File: config.mk
export PLATFORM = sky130hd
export DESIGN_NAME = tracker_pattern_packer_core
export DESIGN_NICKNAME = d
export VERILOG_FILES = /design/src/design/tpp_pkg.sv /design/src/design/tracker_pattern_packer_core.sv /design/src/design/tpp_pack.sv /design/src/design/tpp_ser.sv
export SDC_FILE = /design/constraint.sdc
export NUM_CORES = 2
export LEC_CHECK = 0
export BUFFER_PORTS_ARGS = -buffer_cell sky130_fd_sc_hd__buf_2
export CAP_MARGIN = 0
export CORE_MARGIN = 8
export CORE_UTILIZATION = 55
export CTS_BUF_LIST = sky130_fd_sc_hd__clkbuf_16
export CTS_CLUSTER_DIAMETER = 30
export DETAILED_ROUTE_END_ITERATION = 7
export HOLD_SLACK_MARGIN = 0.02
export PLACE_DENSITY = 0.71
export SYNTH_ARGS = -nofsm -noshare
export SYNTH_HDL_FRONTEND = slang
export SYNTH_SLANG_ARGS = --single-unit
File: constraint.sdc
create_clock -name i_clk -period 16.2 [get_ports i_clk]
set_input_delay 3.24 -clock i_clk [delete_from_list [all_inputs] [get_ports i_clk]]
set_output_delay 3.24 -clock i_clk [all_outputs]
set_load 0.05 [all_outputs]
File: src/design/tpp_pkg.sv
// Shared types and constants for the tracker pattern packer.
package tpp_pkg;

    localparam int CHANNELS = 64;
    localparam int CH_W     = (CHANNELS > 1) ? $clog2(CHANNELS) : 1;
    localparam logic [6:0] CH_MAX = 7'(CHANNELS);

    localparam int NSLOT = 8;

    // Byte slots of one cell, in stream order
    localparam int SLOT_CH   = 0;
    localparam int SLOT_MASK = 1;
    localparam int SLOT_NOTE = 2;
    localparam int SLOT_INST = 3;
    localparam int SLOT_VOL  = 4;
    localparam int SLOT_EFF  = 5;
    localparam int SLOT_DAT  = 6;
    localparam int SLOT_EOR  = 7;

    // Mask bit positions
    localparam int MB_NOTE = 0;
    localparam int MB_INST = 1;
    localparam int MB_VOL  = 2;
    localparam int MB_EFF  = 3;

    localparam logic [7:0] LET_P = 8'h50;
    localparam logic [7:0] LET_V = 8'h56;
    localparam logic [7:0] LET_F = 8'h46;
    localparam logic [7:0] LET_E = 8'h45;
    localparam logic [7:0] LET_A = 8'h41;
    localparam logic [7:0] EFF_UP = 8'(LET_F - LET_A + 8'd1);
    localparam logic [7:0] EFF_DN = 8'(LET_E - LET_A + 8'd1);

    localparam logic [7:0] DAT_BASE  = 8'hE0;
    localparam logic [7:0] NIB_MASK  = 8'h0F;
    localparam logic [7:0] CH_FLAG   = 8'h80;
    localparam logic [8:0] INST_NONE = 9'h1FF;
    localparam logic [4:0] VOL_NONE  = 5'h1F;
    localparam logic [7:0] PORTA_RST = 8'd128;

    typedef struct packed {
        logic [3:0] mask;
        logic       hvld;
        logic [7:0] hnote;
        logic [7:0] porta;
    } t_entry;

    localparam t_entry ENTRY_RST = '{mask: 4'd0, hvld: 1'b0, hnote: 8'd0, porta: PORTA_RST};

    typedef struct packed {
        logic       sop;
        logic [6:0] channel;
        logic       note_present;
        logic [7:0] note;
        logic [8:0] instrument;
        logic [4:0] volume;
        logic [7:0] effect_letter;
        logic [7:0] effect_param;
        logic [7:0] second_letter;
        logic [7:0] second_param;
        logic       eor;
    } t_cell;

    typedef struct packed {
        logic [NSLOT-1:0][7:0] bytes;
        logic [NSLOT-1:0]      pend;
    } t_pack;

endpackage

File: src/design/tracker_pattern_packer_core.sv
// A cell is registered on acceptance together with its channel state read, then loaded
// into the output serializer once that is free. Output: one byte per cycle while i_stall
// is low; a cell sends up to 8 bytes, and the next cell loads as its last byte is taken.
// Channel state sits in a 64-entry memory read at acceptance; a write in that cycle forwards.
// Reset (synchronous) clears the per-channel valid bits, so every channel reads its
// reset state at once; start of pattern clears them the same way.
module tracker_pattern_packer_core import tpp_pkg::*; (
    input  logic              i_clk,
    input  logic              i_rst_n,
    input  logic              i_valid,
    output logic              o_stall,
    input  logic              i_start_of_pattern,
    input  logic [6:0]        i_channel,
    input  logic              i_note_present,
    input  logic [7:0]        i_note,
    input  logic signed [8:0] i_instrument,
    input  logic signed [4:0] i_volume,
    input  logic [7:0]        i_effect_letter,
    input  logic [7:0]        i_effect_param,
    input  logic [7:0]        i_second_letter,
    input  logic [7:0]        i_second_param,
    input  logic              i_end_of_row,
    output logic              o_valid,
    input  logic              i_stall,
    output logic [7:0]        o_out_byte,
    output logic              o_last
);

    t_entry r_mem [CHANNELS];

    logic [CHANNELS-1:0] r_vbits;
    logic [CHANNELS-1:0] n_vbits;

    logic            r_s1_v;
    t_cell           r_s1;
    logic            r_s1_ok;
    logic [CH_W-1:0] r_s1_addr;

    t_entry r_rd;
    logic   r_rd_vld;
    logic   r_fwd_hit;
    logic   r_fwd_clr;
    t_entry r_fwd;

    logic            in_acc;
    logic            in_ok;
    logic [6:0]      chm1;
    logic [CH_W-1:0] in_addr;
    t_cell           in_cell;
    logic            ser_free;
    logic            s1_fire;
    t_entry          base;
    t_entry          upd;
    t_pack           pk;

    assign chm1    = i_channel - 7'd1;
    assign in_addr = chm1[CH_W-1:0];
    assign in_ok   = (i_channel != 7'd0) && (i_channel <= CH_MAX);

    assign in_cell = '{sop: i_start_of_pattern, channel: i_channel,
                       note_present: i_note_present, note: i_note,
                       instrument: i_instrument, volume: i_volume,
                       effect_letter: i_effect_letter, effect_param: i_effect_param,
                       second_letter: i_second_letter, second_param: i_second_param,
                       eor: i_end_of_row};

    assign s1_fire = r_s1_v && ser_free;
    assign o_stall = r_s1_v && !ser_free;
    assign in_acc  = i_valid && !o_stall;

    always_ff @(posedge i_clk) begin
        if (!i_rst_n) begin
            r_s1_v <= 1'b0;
        end else if (in_acc) begin
            r_s1_v <= 1'b1;
        end else if (s1_fire) begin
            r_s1_v <= 1'b0;
        end
    end

    // capture the cell, the memory read and any write landing in the same cycle
    always_ff @(posedge i_clk) begin
        if (in_acc) begin
            r_s1      <= in_cell;
            r_s1_ok   <= in_ok;
            r_s1_addr <= in_addr;
            r_rd      <= r_mem[in_addr];
            r_rd_vld  <= r_vbits[in_addr];
            r_fwd_hit <= s1_fire && r_s1_ok && (r_s1_addr == in_addr);
            r_fwd_clr <= s1_fire && r_s1.sop;
            r_fwd     <= upd;
        end
    end

    always_ff @(posedge i_clk) begin
        if (s1_fire && r_s1_ok) begin
            r_mem[r_s1_addr] <= upd;
        end
    end

    always_comb begin
        n_vbits = r_vbits;
        if (s1_fire) begin
            if (r_s1.sop) begin
                n_vbits = '0;
            end
            if (r_s1_ok) begin
                n_vbits[r_s1_addr] = 1'b1;
            end
        end
    end

    always_ff @(posedge i_clk) begin
        if (!i_rst_n) begin
            r_vbits <= '0;
        end else begin
            r_vbits <= n_vbits;
        end
    end

    always_comb begin
        if (r_s1.sop) begin
            base = ENTRY_RST;
        end else if (r_fwd_hit) begin
            base = r_fwd;
        end else if (r_fwd_clr || !r_rd_vld) begin
            base = ENTRY_RST;
        end else begin
            base = r_rd;
        end
    end

    tpp_pack u_pack (
        .i_cell (r_s1),
        .i_ok   (r_s1_ok),
        .i_base (base),
        .o_upd  (upd),
        .o_pack (pk)
    );

    tpp_ser u_ser (
        .i_clk      (i_clk),
        .i_rst_n    (i_rst_n),
        .i_load     (s1_fire),
        .i_pack     (pk),
        .o_free     (ser_free),
        .o_valid    (o_valid),
        .i_stall    (i_stall),
        .o_out_byte (o_out_byte),
        .o_last     (o_last)
    );

`ifndef SYNTHESIS
    a_more_bytes: assert property (@(posedge i_clk) disable iff (!i_rst_n)
        (o_valid && !i_stall && !o_last) |=> o_valid)
        else $error("cell bytes lost before last");

    a_sop_clear: assert property (@(posedge i_clk) disable iff (!i_rst_n)
        (s1_fire && r_s1.sop) |=> ($countones(r_vbits) <= 1))
        else $error("start of pattern left stale channels");

    a_vbit_set: assert property (@(posedge i_clk) disable iff (!i_rst_n)
        (s1_fire && r_s1_ok) |=> r_vbits[$past(r_s1_addr)])
        else $error("written channel not marked valid");
`endif

endmodule

File: src/design/tpp_pack.sv
// Per-cell packing: new channel state and the byte slots to send.
module tpp_pack import tpp_pkg::*; (
    input  t_cell  i_cell,
    input  logic   i_ok,
    input  t_entry i_base,
    output t_entry o_upd,
    output t_pack  o_pack
);

    logic [3:0] m;
    logic       hv;
    logic [7:0] hn;
    logic [7:0] lvl;
    logic [7:0] eff;
    logic [7:0] dat;
    logic [7:0] diff;
    logic [7:0] ib;
    logic       changed;

    always_comb begin
        m    = i_base.mask;
        hv   = i_base.hvld;
        hn   = i_base.hnote;
        lvl  = i_base.porta;
        eff  = 8'd0;
        dat  = 8'd0;
        diff = 8'd0;
        ib   = i_cell.instrument[7:0];

        if (i_cell.note_present) begin
            // a repeated note leaves the note bit alone
            if (!(hv && hn == i_cell.note)) begin
                m[MB_NOTE] = 1'b1;
                hn         = i_cell.note;
                hv         = 1'b1;
            end
        end else begin
            m[MB_NOTE] = 1'b0;
        end

        m[MB_INST] = (i_cell.instrument != INST_NONE);
        m[MB_VOL]  = (i_cell.volume != VOL_NONE);
        m[MB_EFF]  = (i_cell.effect_letter != 8'd0);

        if (i_cell.effect_letter == LET_P) begin
            if (i_cell.effect_param > lvl) begin
                eff  = EFF_UP;
                diff = i_cell.effect_param - lvl;
            end else if (i_cell.effect_param < lvl) begin
                eff  = EFF_DN;
                diff = lvl - i_cell.effect_param;
            end
            lvl = i_cell.effect_param;
            dat = DAT_BASE + (diff & NIB_MASK);
        end

        if (i_cell.second_letter == LET_V &&
            (i_cell.channel == 7'd1 || i_cell.channel == 7'd2)) begin
            m[MB_INST] = 1'b1;
            ib         = i_cell.second_param + 8'd1;
        end

        changed = (m != i_base.mask);

        o_upd = '{mask: m, hvld: hv, hnote: hn, porta: lvl};

        o_pack.bytes[SLOT_CH]   = changed ? ({1'b0, i_cell.channel} + CH_FLAG)
                                          : {1'b0, i_cell.channel};
        o_pack.bytes[SLOT_MASK] = {4'd0, m};
        o_pack.bytes[SLOT_NOTE] = hn;
        o_pack.bytes[SLOT_INST] = ib;
        o_pack.bytes[SLOT_VOL]  = {1'b0, i_cell.volume, 2'b00};
        o_pack.bytes[SLOT_EFF]  = eff;
        o_pack.bytes[SLOT_DAT]  = dat;
        o_pack.bytes[SLOT_EOR]  = 8'd0;

        o_pack.pend[SLOT_CH]   = i_ok;
        o_pack.pend[SLOT_MASK] = i_ok && changed;
        o_pack.pend[SLOT_NOTE] = i_ok && m[MB_NOTE];
        o_pack.pend[SLOT_INST] = i_ok && m[MB_INST];
        o_pack.pend[SLOT_VOL]  = i_ok && m[MB_VOL];
        o_pack.pend[SLOT_EFF]  = i_ok && m[MB_EFF];
        o_pack.pend[SLOT_DAT]  = i_ok && m[MB_EFF];
        o_pack.pend[SLOT_EOR]  = i_cell.eor;
    end

endmodule

File: src/design/tpp_ser.sv
// Output serializer: sends the pending byte slots of one cell in order.
module tpp_ser import tpp_pkg::*; (
    input  logic   i_clk,
    input  logic   i_rst_n,
    input  logic   i_load,
    input  t_pack  i_pack,
    output logic   o_free,
    output logic   o_valid,
    input  logic   i_stall,
    output logic [7:0] o_out_byte,
    output logic   o_last
);

    logic [NSLOT-1:0][7:0] r_bytes;
    logic [NSLOT-1:0]      r_pend;
    logic [2:0]            sel;
    logic                  single;
    logic                  take;

    always_comb begin
        sel = 3'd0;
        for (int i = NSLOT - 1; i >= 0; i--) begin
            if (r_pend[i]) begin
                sel = 3'(i);
            end
        end
    end

    assign single     = ((r_pend & (r_pend - 8'd1)) == 8'd0);
    assign o_valid    = |r_pend;
    assign o_last     = single;
    assign o_out_byte = r_bytes[sel];
    assign take       = o_valid && !i_stall;
    assign o_free     = !o_valid || (take && single);

    always_ff @(posedge i_clk) begin
        if (!i_rst_n) begin
            r_pend <= '0;
        end else if (i_load) begin
            r_pend <= i_pack.pend;
        end else if (take) begin
            r_pend[sel] <= 1'b0;
        end
    end

    always_ff @(posedge i_clk) begin
        if (i_load) begin
            r_bytes <= i_pack.bytes;
        end
    end

endmodule

==> results.md <==
- Antenna violations before repair: 2
- Fin. Hold Viols: 0
- Post-synth EDFFs: 1501
- Yosys cell types: 71
- Avg WL per Cell: 33.9 microns
- CP Max Fanout: 173
- Critical path, cell by cell: buf_8 > inv_1 > ha_4 > buf_4 > buf_12 > mux4_2 > mux4_2 > mux4_2
- H-tree levels: 5
- First-pass GRT wire length: 235 mm
- CTS Buffer Depth: 4
- Pin count of the biggest net entering global routing: 174
- Final HPWL DP: 82.7 mm
- Peak VDD IR: 108 uV
- Routed WL: 163 mm
- Reg-to-reg slack, setup: 11820 ps
- Layout Cells excl Fill: 4809
- Routability cong.: 0.855
- Most used cell, CP: mux4_2
- Worst slack at placement: 7680 ps
- Die X-Extent: 349 microns
- Outcome: finished, final reports clean
- Gr usage total: 26.9%
- Compound-Gate Fraction of Synth Area: 1.99%
- WS Path Type: primary input to flip-flop
- Syn Nets: 2866
- Main combinational cell family by area after synthesis: multiplexers
- Core area: 110000 sq um
- CTS tree: built
- Relative slew margins: 1.96%
- PortBufs: 78
- Tot Pwr: 11.3 mW
- Fin crit share: 47.4%
- Max_cap viols: 0
- Min cycle time layout: 7670 ps
- CP peak stage delay: 860 ps
- Critical Path RT: 16770 ps
- Seq cells post-synth: 1574
- Final Util: 66.6%
- Via count: 31600
- Leakage: 23.4 nW
- DRC Markers: 0
- Final setup fails: 0
- WHS: 446 ps
- Adder-cell share of the synthesized area: 0.333%
- Post-route cell area: 73500 sq um
- Hold Buf Count CTS: 0
- Post-Synthesis Cells: 2783
- Share of post-route cells with drive strength above 1: 36.5%
- Clk slew on worst S/H paths: 40 ps
- Initial DRC Count: 4284
- Pwr dens: 154 nW/um^2
- CP Capture Type: flip-flop
- Post-Synth XOR/XNOR Area: 0.287%
- Mux contribution to synthesized area: 17.2%
- GR Overflow Total: 0
- Via-per-instance ratio: 6.56
- Die Ht: 349 microns
- Root cell of the clock tree: clkbuf_16
- Critical Path Start Type: primary input
- Initial Util: 55.2%
- Sequential cell area fraction in the yosys report: 76.4%
- YS warnings: 0
- Critical Path AT: 8240 ps
- Fraction of registers with async set/reset: 0%
- Synth Flop Type: edfxtp_1
- Average size of a mapped cell: 21.9 sq um
- Slew @ Worst Pin: 1470 ps
- Post-Syn Area: 60900 sq um
- Final net count: 3179
- Synth-to-Final Area Change: 20.6%
- Clk_lat worst skew: 880 ps
- TritonRoute pass-1 iters: 7
- Post-route setup slack: 8530 ps
- Layout Skew: 61.4 ps
- Setup TNS: 0 ps
- Setup Fix Bufs, Post-CTS: 0
- Placed cells: 4290
- Slowest-stage cell, CP: buf_4
- Antenna Nets Post-Route: 0
- Clock Sinks: 1574
- HP Class: flip-flop to flip-flop
- Cell Area, Placed: 63800 sq um
- Total CTS buffers: 292
- Fmax: 0.130 GHz
- Simple-Gate Fraction of Synth Area: 2.51%
- # resized after CTS: 0
- I/O pins: 79
- Vias in the first global route: 32600
- Slew Limit Fails: 0
- Site Rows: 122
- RSZ-0062 raised after global routing: no
- Die area: 122000 sq um
cells by family after synthesis:
family / after synthesis
adders and majority gates: 15
muxes: 469
and+or+nand+nor: 322
xor gates and xnor gates: 20
AOI/OAI and AO/OA: 195
DFF: 1574
buffers and inverters: 188
final cells by class:
cell class	count	area, sq um
multi-input combinational	1021	14200
tap	1488	1860
clock buffer	301	7530
timing repair buffer	171	1120
sequential	1574	46500
clock inverter	214	2160
inverter	36	135
fill	6529	36900
antenna	4	10.0
cells in the mapped netlist (all sizes together) (4+ instances only):
cell type  instances  area share, %
edfxtp          1501             74
mux4             462             17
nand2            129           0.80
o21ai            101           0.85
nor2              92           0.57
clkbuf            85           0.52
dfxtp             73            2.4
buf               67           0.59
inv               35           0.22
a21oi             26           0.21
nand3             24           0.24
xor2              14           0.20
ha                13           0.27
and3              10           0.10
o31ai              8          0.099
a221oi             7           0.10
nand4              7          0.072
or2                7          0.072
a31oi              6          0.062
nand2b             6          0.062
nor2b              6          0.062
nor3               6          0.049
xnor2              6          0.086
a21o               5          0.062
a22o               5          0.072
a22oi              5          0.062
nand3b             5          0.082
o22ai              5          0.051
a222oi             4          0.066
and2               4          0.041
mux2i              4          0.066
nand4b             4          0.068
nor4               4          0.051
o211ai             4          0.049
or3                4          0.041
path summary, 6_finish.rpt:
check             startpoint  depth (start not counted)            to
max             i_channel[0]                          8      r_rd[18]
min              r_vbits[31]                          2   r_vbits[31]
max reg2reg  u_ser.r_pend[0]                          6  r_mem[45][2]
min reg2reg      r_vbits[31]                          2   r_vbits[31]
sequential cells by signal (all words and copies together) (netlist names):
register / cells
r_mem: 1344
r_s1: 64
r_vbits: 64
u_ser.r_bytes: 41
r_fwd: 21
r_rd: 21
u_ser.r_pend: 8
r_s1_addr: 6
r_fwd_clr: 1
r_fwd_hit: 1
r_rd_vld: 1
r_s1_ok: 1
r_s1_v: 1
power breakdown:
group	switching [mW]	leakage [nW]	internal, mW	total, mW
clock	2.06	4.79	3.89	5.95
combinational	0.493	4.87	0.257	0.750
sequential	0.0477	13.8	4.57	4.62
total	2.60	23.4	8.71	11.3
critical path, delay by kind of cell:
family	cells	cell delay, ps
adders and majority gates	1	850
muxes	3	1570
buffers and inverters	4	2340
metal layers:
layer  wire length [microns]  vias up  track usage, %
met5                      13        -               0
met3                   16700      406            6.57
met1                   57600    16600            34.1
met2                   80400     2170            43.8
met4                    8310        2            13.3
li1                        -    12400               -
layout by cell type, fill, tap and decap left out, drive strengths merged, types with 6 or more instances in the layout:
cell      instances
xor2             14
nand2           129
nand3            24
xnor2             6
or2               7
a221oi            7
dfxtp            73
nor2             92
o21ai           101
o31ai             8
ha               13
nor3              6
mux4            462
nand4             7
inv              96
buf             171
a21oi            26
and3             10
bufinv           31
nand2b            6
clkinvlp         26
edfxtp         1501
clkinv           97
nor2b             6
a31oi             6
clkbuf          301
Power figures use the tool's default switching activity.
